===== src/rtl/core/ms_pkg.sv =====
package ms_pkg;

	// One stored element: the data word and whether the slot is occupied.
	typedef logic signed [31:0] ms_data_t;

	typedef struct packed {
		logic     valid;
		ms_data_t data;
	} ms_slot_t;

	// Operation broadcast to every cell of the chain at once.
	typedef struct packed {
		logic insert;
		logic shift;
	} ms_ctl_t;

endpackage


===== src/rtl/core/ms_cell.sv =====
module ms_cell
	import ms_pkg::*;
(
	input  logic     clk,
	input  logic     arst_n,
	input  ms_ctl_t  ctl,
	input  ms_data_t new_value,
	input  ms_slot_t left_slot,
	input  logic     left_take,
	input  ms_slot_t right_slot,
	output ms_slot_t slot,
	output logic     take
);

	logic     valid_q;
	ms_data_t data_q;

	// An empty slot ranks above every value, so the new value settles in the
	// first empty slot or before the first stored value greater than it.
	assign take = !valid_q || (new_value < data_q);
	assign slot = '{valid: valid_q, data: data_q};

	always_ff @(posedge clk or negedge arst_n) begin
		if (!arst_n) begin
			valid_q <= 1'b0;
		end else if (ctl.insert && take) begin
			valid_q <= left_take ? left_slot.valid : 1'b1;
		end else if (ctl.shift) begin
			valid_q <= right_slot.valid;
		end
	end

	always_ff @(posedge clk) begin
		if (ctl.insert && take) begin
			data_q <= left_take ? left_slot.data : new_value;
		end else if (ctl.shift) begin
			data_q <= right_slot.data;
		end
	end

endmodule


===== config.mk =====
export PLATFORM = sky130hd
export DESIGN_NAME = ms_cell
export DESIGN_NICKNAME = d
export VERILOG_FILES = /design/src/rtl/core/ms_pkg.sv /design/src/rtl/core/ms_cell.sv
export SDC_FILE = /design/constraint.sdc
export NUM_CORES = 1
export LEC_CHECK = 0
export BUFFER_PORTS_ARGS = -buffer_cell sky130_fd_sc_hd__clkbuf_2
export CORE_ASPECT_RATIO = 1.1
export CORE_MARGIN = 2
export CORE_UTILIZATION = 52
export CTS_BUF_LIST = sky130_fd_sc_hd__clkbuf_4
export DETAILED_ROUTE_END_ITERATION = 10
export PLACE_DENSITY = 0.89
export SLEW_MARGIN = 20
export SYNTH_ARGS = -nofsm -noshare
export SYNTH_HDL_FRONTEND = slang
export SYNTH_SLANG_ARGS = --single-unit

===== constraint.sdc =====
create_clock -name clk -period 8.3 [get_ports clk]
set_clock_uncertainty 0.05 [all_clocks]
set_input_delay 0.83 -clock clk [delete_from_list [all_inputs] [get_ports clk]]
set_output_delay 0.83 -clock clk [all_outputs]
set_load 0.01 [all_outputs]

==> flow_results.org, run 1 <==
** Placed design
- Estimated wirelength of the detail-placed design :: 5020 um
- Routability-driven placement finished with a final weighted congestion of 0.768.
- DP Area :: 3470 um^2
- Pre-CTS setup slack :: 4.59 ns
- During placement, the flow inserted port buffers numbering 136.

** Yosys
- Average cell area after synthesis :: 12.0 um^2
- Area share of and/or/nand/nor cells after synthesis :: 5.91%
- Summing the sequential cell areas from Yosys gives 35.5% of the chip area.
- Fraction of the mapped netlist area in adder cells :: 14.0%
- Synth Warn # :: 0
- Synthesis produced 231 cells.
- Multiplexer area fraction after synthesis :: 30.5%
- Synth cell types :: 30
- After Yosys synthesis, XOR and XNOR cells account for 0% of the synthesized area.
- Post-Syn Nets :: 365
- Area fraction in compound gates after synthesis :: 7.17%
- Post-Synthesis Cell Area :: 2770 um^2
- Counting flops and latches in the post-synthesis netlist gives 33.
- After synthesis, the largest family of logic cells by area is multiplexers.

** Layout
- Fill cells in the final layout number 373.
- In the layout the commonest cells are sky130_fd_sc_hd__clkbuf_2 (136), sky130_fd_sc_hd__mux2_2 (36), sky130_fd_sc_hd__inv_1 (33).
- Diodes inserted :: 0
- The net count of the finished layout is 501.
- Area Overhead vs Synth :: 26.8%
- Most common cell after layout, fill and taps aside :: sky130_fd_sc_hd__clkbuf_2
- Storage cell area :: 986 um^2
- Post-route cell area :: 3520 um^2
- The multi-input combinational cells in the finished layout cover a total of 1600 um^2.
- Fraction of final layout cells with drive strength greater than 1 :: 57.9%

** Timing
- Final-report max-slew violation count :: 0
- Measured against its own limit, the worst slew margin works out to 43.1%.
- Setup repair after global routing left no endpoint under its margin.
- Final-layout setup total negative slack :: 0 ns
- In the post-route analysis, the smallest setup slack over all paths is 4.78 ns.
- Post-layout min period :: 3.52 ns
- Across all hold checks on the routed design, the worst slack comes to 0.196 ns.
- Worst-margin pin slew :: 0.853 ns
- Final setup fails :: 0
- The final number of hold-violating endpoints was 0.
- The worst path uses 42.4% of the clock period.
- Timing would allow up to 0.284 GHz.

** Power and ir drop
- Switching Share :: 38.0%
- Sequential cells account for 35.2% of the total power.
- The clock network burns 9.9% of the power.
- Total power for the finished layout comes to 0.873 mW.
- Internal portion of total power :: 0.541 mW
- Max rail drop VDD :: 0.000128 V
- For this design the static power due to leakage is 1.83 nW.
- Combinational logic is responsible for 54.9% of the overall power.
- The analysis attributes to net switching a power of 0.331 mW.
- Power Density :: 248 nW/um^2

** Worst setup path
- Across all register-to-register paths, the minimum setup slack is 5.14 ns.
- Among cell families on the critical path, the largest total delay comes from compound AO/OA/AOI/OAI gates.
- In this run the worst path has a maximum fanout of 3.
- At the worst endpoint, the arrival time is 2.64 ns.
- For the worst flop-to-flop path, the logic depth is 9.
- STA classifies the critical path startpoint as an input pin.
- In this run the critical register-to-register path is launched from data_q[31].
- For the worst setup path, the data required time is 7.42 ns.
- Kind of critical path :: input pin to primary output
- Reg2Reg Capture Point :: data_q[0]
- Chain of cells forming the critical path :: clkbuf_2, ha_1, a21oi_1, nand2_1, a221oi_1, nand3_1, o21a_1, o21ai_0, clkbuf_2
- Critical Path Slowest Stage Cell :: sky130_fd_sc_hd__a221oi_1
- The critical path contains buffers and inverters numbering 2 combined.
- In this design, the stage delay of the slowest critical-path cell is 0.36 ns.
- The worst setup path is captured at a primary output.
- Most Frequent Cell on Critical Path :: sky130_fd_sc_hd__clkbuf_2

** Clock network
- Gates resized during post-CTS repair numbered 0.
- The clock passes through at most 2 buffers.
- Worst-path clk slew :: 0.11 ns
- TritonCTS buffer count :: 5
- Hold_buf cts :: 0
- CTS tree :: built
- The later pin in the worst-skew pair is clocked with a latency of 0.33 ns.
- The clock net in this run drives a total of 33 sinks.
- The H-tree generated during clock tree synthesis spans 2 levels.
- CTS placed an instance of sky130_fd_sc_hd__clkbuf_4 at the clock tree root.
- Once the clock tree was built, the setup fixing pass inserted 0 buffers.

** Die
- Vertical die dimension :: 80.6 um
- During I/O placement, the number of pins put on the boundary was 137.
- For this configuration, the core starts out at a cell density of 54.7%.
- The die is 73.6 um wide.
- Placement Rows :: 27
- The die covers 5940 um^2.
- The core region is 5070 um^2.

** Drt
- In this run the remaining antenna-violating nets after routing total 0.
- For this block, the initial DRC count from the detailed router was 56.
- Wire per inst :: 14.4 um
- Number of optimization iterations in the first detailed-route pass :: 4
- Number of remaining DRC errors :: 0
- After detailed routing, the number of vias per cell comes to 5.23.
- For this block, the via count after detailed routing is 2,228.
- WL final :: 6150 um

** Job
- The tool flagged a number of max-cap violations equal to 0.

** GRT
- Entering global routing, the biggest net connects 34 pins.
- For this run, the total global-route usage over all layers was measured as 21.1%.
- Antenna violations before repair :: 1
- First-pass GRT wire length :: 9590 um
- Summed over all layers, the global routing overflow is 0.
- Vias in the first global route :: 2,149

** Outcome
- The flow ran to the end, and the final reports show no timing, DRC or antenna violations.

** Worst hold path
- HP Class :: input pin to async pin
how the worst max path moves through the flow:
stage | startpoint | to | slack (ns) | cells past startpoint
6_report | new_value[30] | take | 4.78 | 9
5_1_grt | new_value[31] | take | 4.57 | 9
4_1_cts | new_value[21] | take | 4.77 | 9
3_5_place_dp | new_value[31] | data_q[0] | 4.59 | 9
3_3_place_gp | new_value[31] | data_q[0] | 4.66 | 9
2_1_floorplan | new_value[31] | data_q[0] | 4.82 | 8
metal layers:
layer	vias to the layer above	global-route usage, %	share of wire, %
met2	87	35.9	52
met1	1015	25.9	40
met5	-	0	0.21
met4	2	5.64	1.0
li1	1115	-	-
met3	9	5.90	6.8
final cells by class:
class	instances	area share, %
clock inverter	3	0.356
clock buffer	5	1.07
tap	58	2.06
inverter	33	3.52
sequential	33	28.0
multi-input combinational	157	45.4
timing repair buffer	137	19.6
cells in the mapped netlist (all sizes together):
| cell type | n | area share, % |
|---|---|---|
| mux2 | 64 | 30 |
| a21oi | 14 | 2.5 |
| a221oi | 1 | 0.32 |
| nor3 | 1 | 0.18 |
| nor2b | 1 | 0.23 |
| nand3 | 2 | 0.36 |
| clkbuf | 4 | 0.54 |
| or2 | 1 | 0.23 |
| mux2i | 2 | 0.72 |
| nor4 | 1 | 0.45 |
| o21ai | 8 | 1.4 |
| buf | 4 | 1.9 |
| o21a | 1 | 0.27 |
| edfxtp | 32 | 35 |
| ha | 31 | 14 |
| inv | 33 | 4.5 |
| and4 | 1 | 0.32 |
| nor2 | 3 | 0.41 |
| a311o | 1 | 0.36 |
| o22ai | 1 | 0.45 |
| dfrtp | 1 | 0.90 |
| o311ai | 1 | 0.95 |
| nand2b | 3 | 0.95 |
| a211oi | 1 | 0.45 |
| nand4 | 4 | 0.90 |
| nand2 | 14 | 1.9 |
| a2111o | 1 | 0.41 |
worst register-to-register path: stages, from the launching register on:
cell,delay (ns)
sky130_fd_sc_hd__edfxtp_1,0.36
sky130_fd_sc_hd__inv_1,0.05
sky130_fd_sc_hd__ha_1,0.36
sky130_fd_sc_hd__nand4_1,0.17
sky130_fd_sc_hd__nor4_2,0.39
sky130_fd_sc_hd__nand2_1,0.11
sky130_fd_sc_hd__a311o_1,0.37
sky130_fd_sc_hd__o311ai_4,0.09
sky130_fd_sc_hd__buf_4,0.55
sky130_fd_sc_hd__mux2_2,0.42
sequential cells by signal, indices dropped and copies added (netlist names):
| name | cells |
|---|---|
| valid_q | 1 |
| data_q | 32 |
power groups by stage:
stage / clock network (mW) / registers (mW) / logic, mW
2_1_floorplan: 0 / 0.337 / 0.325
3_3_place_gp: 0 / 0.308 / 0.470
3_5_place_dp: 0 / 0.313 / 0.482
4_1_cts: 0.0906 / 0.309 / 0.484
5_1_grt: 0.0961 / 0.316 / 0.534
6_report: 0.0862 / 0.307 / 0.479
kinds of logic (layout without fill, tap and decap cells):
kind of cell             after synthesis  after routing
buffers and inverters                 41            178
adder cells (fa/ha/maj)               31             31
AO/OA/AOI/OAI                         29             29
multiplexers                          66             66
flip-flops                            33             33
AND/OR/NAND/NOR                       31             31
stage by stage:
step | util (%) | cells
5_1_grt | 69.4 | 426
6_report | 69.4 | 426
4_1_cts | 69.4 | 426
3_3_place_gp | 68.4 | 418
3_5_place_dp | 68.4 | 418
2_1_floorplan | - | 231
Note: power is estimated with default switching activity, not from simulation.
==> inputs of run 2 (changes only) <==
Settings changed: ABC_AREA set to 1, CORE_UTILIZATION 52 to 43, PLACE_DENSITY 0.89 to 0.79.
Clock period 8.3 ns to 2.9 ns, I/O delays scaled along.
==> run 2 against run 1 <==
Combinational power is 93% higher; synthesized area fell by 2.4%; flip-flop and latch count stayed put; core utilization down 12 points; hold slack got worse by 0.015 ns; first-iteration DRC count is 39% lower; sequential share of layout area grew 0.21 points; sequential power grew 150%; critical path type is now register to register; largest power group unchanged; highest routed layer is now met4.
==> flow_results.org, run 2 <==
** Clock network
- Level count of the clock H-tree :: 2
- After clock tree synthesis, the clock-pin slew on the worst setup and hold paths is 0.10 ns.
- Largest buffer count on any clock path :: 2
- TritonCTS built the clock tree.
- Sink Count :: 33
- The clock reaches the later pin of the worst-skew pair after 0.33 ns.
- Clock tree synthesis selected as its root buffer the cell sky130_fd_sc_hd__clkbuf_4.
- TritonCTS buffer count :: 5

** Yosys
- Post-Syn Nets :: 420
- Counting every instance in the synthesized netlist gives 286.
- Commonest cells in the netlist :: sky130_fd_sc_hd__nand2_1 (58), sky130_fd_sc_hd__inv_1 (43), sky130_fd_sc_hd__edfxtp_1 (32)
- Synth Warn # :: 0
- Primary FF master, synth :: sky130_fd_sc_hd__edfxtp_1
- Each instance of the synthesized netlist takes up on average 9.46 um^2.
- The synthesized netlist occupies a cell area of 2710 um^2.
- By area the synthesized netlist is led by sky130_fd_sc_hd__edfxtp_1 (36%), sky130_fd_sc_hd__ha_1 (14%), sky130_fd_sc_hd__mux2i_1 (11%).
- Yosys mapped a number of flops with a built-in enable equal to 32.
- Synth cell types :: 29
- Cell taking the most area after synthesis :: sky130_fd_sc_hd__edfxtp_1
- Portion of the post-synthesis area used by sequential elements :: 36.4%
- Dominant cell by count in the synthesized netlist :: sky130_fd_sc_hd__nand2_1
- Share of the synthesized area in the top cell type :: 35.5%
- #FFs+latches synth :: 33
- After synthesis, the share of flip-flops with an asynchronous set or reset is 3.03%.

** Worst setup path
- Most Frequent Cell on Critical Path :: sky130_fd_sc_hd__nand2_1
- Number of buffers and inverters on the critical path :: 2
- STA classifies the critical path endpoint as a register.
- Kind of critical path :: register to register
- Of all nets on the critical path, the largest fanout is 24.
- Data required time at the worst endpoint :: 2.85 ns
- The number of cells on the worst reg-to-reg path is 14.
- Cell family with the largest share of critical-path delay :: simple AND/OR/NAND/NOR gates
- Biggest cell delay along the critical path :: 0.40 ns
- Traced cell by cell, the critical path runs through inv_1, ha_1, a21oi_1, nor2_1, nor3_2, nand2_1, nand2_1, nand2_1, nand2_1, nand3_1, nand3_2, nand2_4, nand2_1, buf_4.
- The endpoint identified for the worst register-to-register timing path is data_q[14].
- The largest individual stage delay along the critical path comes from the cell sky130_fd_sc_hd__edfxtp_1.
- For flop-to-flop paths, the worst setup slack is 0.52 ns.
- The worst setup path is launched from a register.
- Data on the critical path arrives at its endpoint at 2.33 ns.
- The worst register-to-register path begins at data_q[5].

** Layout
- Compared with the post-synthesis result, the final layout area differs by 29.0%.
- The library cell used most frequently in the layout, excluding fill and tap cells, is sky130_fd_sc_hd__clkbuf_2.
- data_q holds more flip-flops than any other register.
- Final-stage net count :: 557
- 0 antenna diodes ended up in the layout.
- Largest registers ranked by flip-flop count :: data_q (32), valid_q (1)
- Flip-flop count of the largest register after layout :: 32
- Fillers :: 577
- Fraction of final layout cells with drive strength greater than 1 :: 44.1%
- Highest-count cells in the layout ignoring fill and taps :: sky130_fd_sc_hd__clkbuf_2 (136), sky130_fd_sc_hd__nand2_1 (58), sky130_fd_sc_hd__inv_1 (43)
- Number of standard cells in the layout, taps in and fillers out :: 504
- Once layout is complete, the utilization of the core stands at 57.1%.

** Timing
- Post-layout min period :: 2.38 ns
- Setup violations remaining at the end of the flow were counted as 0.
- Worst-case headroom to the max-slew limit :: 63.3%
- Worst-margin pin slew :: 0.551 ns
- For this run, the top clock speed supported by timing is 0.420 GHz.
- Final hold slack :: 0.181 ns
- Portion of the clock cycle consumed by the worst path in the final layout :: 82.1%
- Final-report max-slew violation count :: 0
- Final-layout setup total negative slack :: 0 ns
- Number of hold violations in the final report :: 0
- Setup repair after global routing left no endpoint under its margin.

** Job
- The tool flagged a number of max-cap violations equal to 0.

** Power and ir drop
- Pleak :: 1.94 nW
- Seq pwr share :: 39.0%
- In this run, the clock network consumes 13.5% of the power.
- The design draws 1.95 mW.
- Dividing total power by cell area gives a power density of 558 nW/um^2.
- Internal power comes to 1.19 mW.
- For this design the total switching power over the nets is 0.757 mW.
- VDD sags by at most 0.000350 V.
- Share of total power in combinational logic :: 47.5%
- Switching Share :: 38.9%

** Drt
- The final layout contains routed wiring with a total length of 6010 um.
- After detailed routing, the number of remaining DRC violations is 0.
- Dividing the detail-routed wire length by the instance count gives 11.9 um.
- Number of optimization iterations in the first detailed-route pass :: 4
- Detail Route Antenna Nets :: 0
- Total via count after detailed routing :: 2,399
- DRC marker count from the first detailed-route iteration :: 34
- In the routed layout, each cell is associated on average with a via count of 4.76.

** GRT
- Vias in the first global route :: 2,323
- Pin count of the biggest net entering global routing :: 50
- Overflow left after global routing :: 0
- Antenna violations before repair :: 0
- The first global-routing pass estimated 9630 um of wire.
- Global routing used 17.7% of the available tracks across all layers.

** Die
- The die covers 6950 um^2.
- # IOs :: 137
- The floorplan has 30 rows.
- Initial cell density of the core :: 44.2%
- The region available for standard cell placement spans 6120 um^2.
- Overall die width :: 79.6 um
- From bottom edge to top edge, the die measures 87.2 um.

** Placed design
- IO Port Bufs :: 136
- Dpl cells :: 495
- The congestion estimate from routability-driven global placement came to 0.770.
- Estimated wirelength of the detail-placed design :: 5000 um

** Worst hold path
- The min-delay analysis places its worst path in the category input pin to register.
- Worst hold path stage count :: 3
- Endpoint of the worst hold-timing path :: data_q[27]
- Startpoint of the lowest-slack hold path :: right_slot[27]

** Outcome
- Outcome :: complete, no violations
==> run 2: cell types whose count changed in the layout (fill, tap and decap cells not counted), moves of 4 or more <==
cell	previous run	this run
sky130_fd_sc_hd__nand2_1	14	58
sky130_fd_sc_hd__mux2_2	36	0
sky130_fd_sc_hd__mux2i_1	2	31
sky130_fd_sc_hd__mux2_4	28	0
sky130_fd_sc_hd__o21ai_2	0	28
sky130_fd_sc_hd__inv_1	33	43
sky130_fd_sc_hd__nand2_2	0	6
sky130_fd_sc_hd__o21ai_1	0	4
==> run 2: area by class of cell <==
| cell class | instances | area [um^2] | share of cell area (%) |
|---|---|---|---|
| sequential | 33 | 986 | 28.2 |
| tap | 80 | 100 | 2.87 |
| multi-input combinational | 198 | 1450 | 41.4 |
| timing repair buffer | 142 | 741 | 21.2 |
| clock buffer | 7 | 52.6 | 1.51 |
| clock inverter | 1 | 3.75 | 0.108 |
| inverter | 43 | 161 | 4.62 |
==> run 2: kinds of logic (layout without fill, tap and decap cells) <==
logic type,Yosys count,in the layout,synth area share (%)
AO/OA/AOI/OAI,55,55,14.4
buffers and inverters,55,193,10.1
adder cells (fa/ha/maj),31,31,14.3
multiplexers,31,31,11.5
AND/OR/NAND/NOR,81,81,13.3
flip-flops,33,33,36.4
==> run 2: worst max-delay path by stage <==
stage	start	endpoint	depth (start not counted)
4_1_cts	data_q[5]	data_q[19]	14
5_1_grt	data_q[27]	data_q[19]	12
3_3_place_gp	new_value[31]	data_q[7]	13
3_5_place_dp	new_value[5]	data_q[5]	14
2_1_floorplan	data_q[5]	data_q[0]	14
6_report	data_q[5]	data_q[14]	14
==> run 2: tightest hold or removal path, delay by kind of cell <==
family | cells | cell delay [ns]
compound gates | 1 | 0.04
buf+inv | 1 | 0.08
simple gates | 1 | 0.05
==> run 2: metrics by stage <==
step	setup slack, ns	area (um^2)
2_1_floorplan	0.114	2710
6_report	0.519	3490
4_1_cts	0.484	3490
3_5_place_dp	0.476	3420
3_3_place_gp	0.571	3420
5_1_grt	0.314	3490
==> run 2: timing repair <==
item,CTS,global route
endpoints found under the hold margin,1,0
setup buffers,0,0
endpoints found under the setup margin,0,0
hold buffers,1,0
resized for setup,0,0
==> run 2: power by group through the flow <==
stage / clock, mW / combinational (mW) / sequential (mW)
floorplan: 0 / 0.599 / 0.825
global placement: 0 / 0.913 / 0.765
detailed placement: 0 / 0.934 / 0.773
CTS: 0.276 / 0.941 / 0.761
global route: 0.296 / 1.06 / 0.776
finish: 0.263 / 0.925 / 0.759
==> run 2: per-layer routing <==
metal | part of all wire [%] | GRT usage [%] | vias up
met5 | 0 | 0 | -
met3 | 7.4 | 4.98 | 5
met2 | 52 | 33.6 | 79
met4 | 0.85 | 4.08 | 0
met1 | 39 | 19.3 | 1065
li1 | - | - | 1250
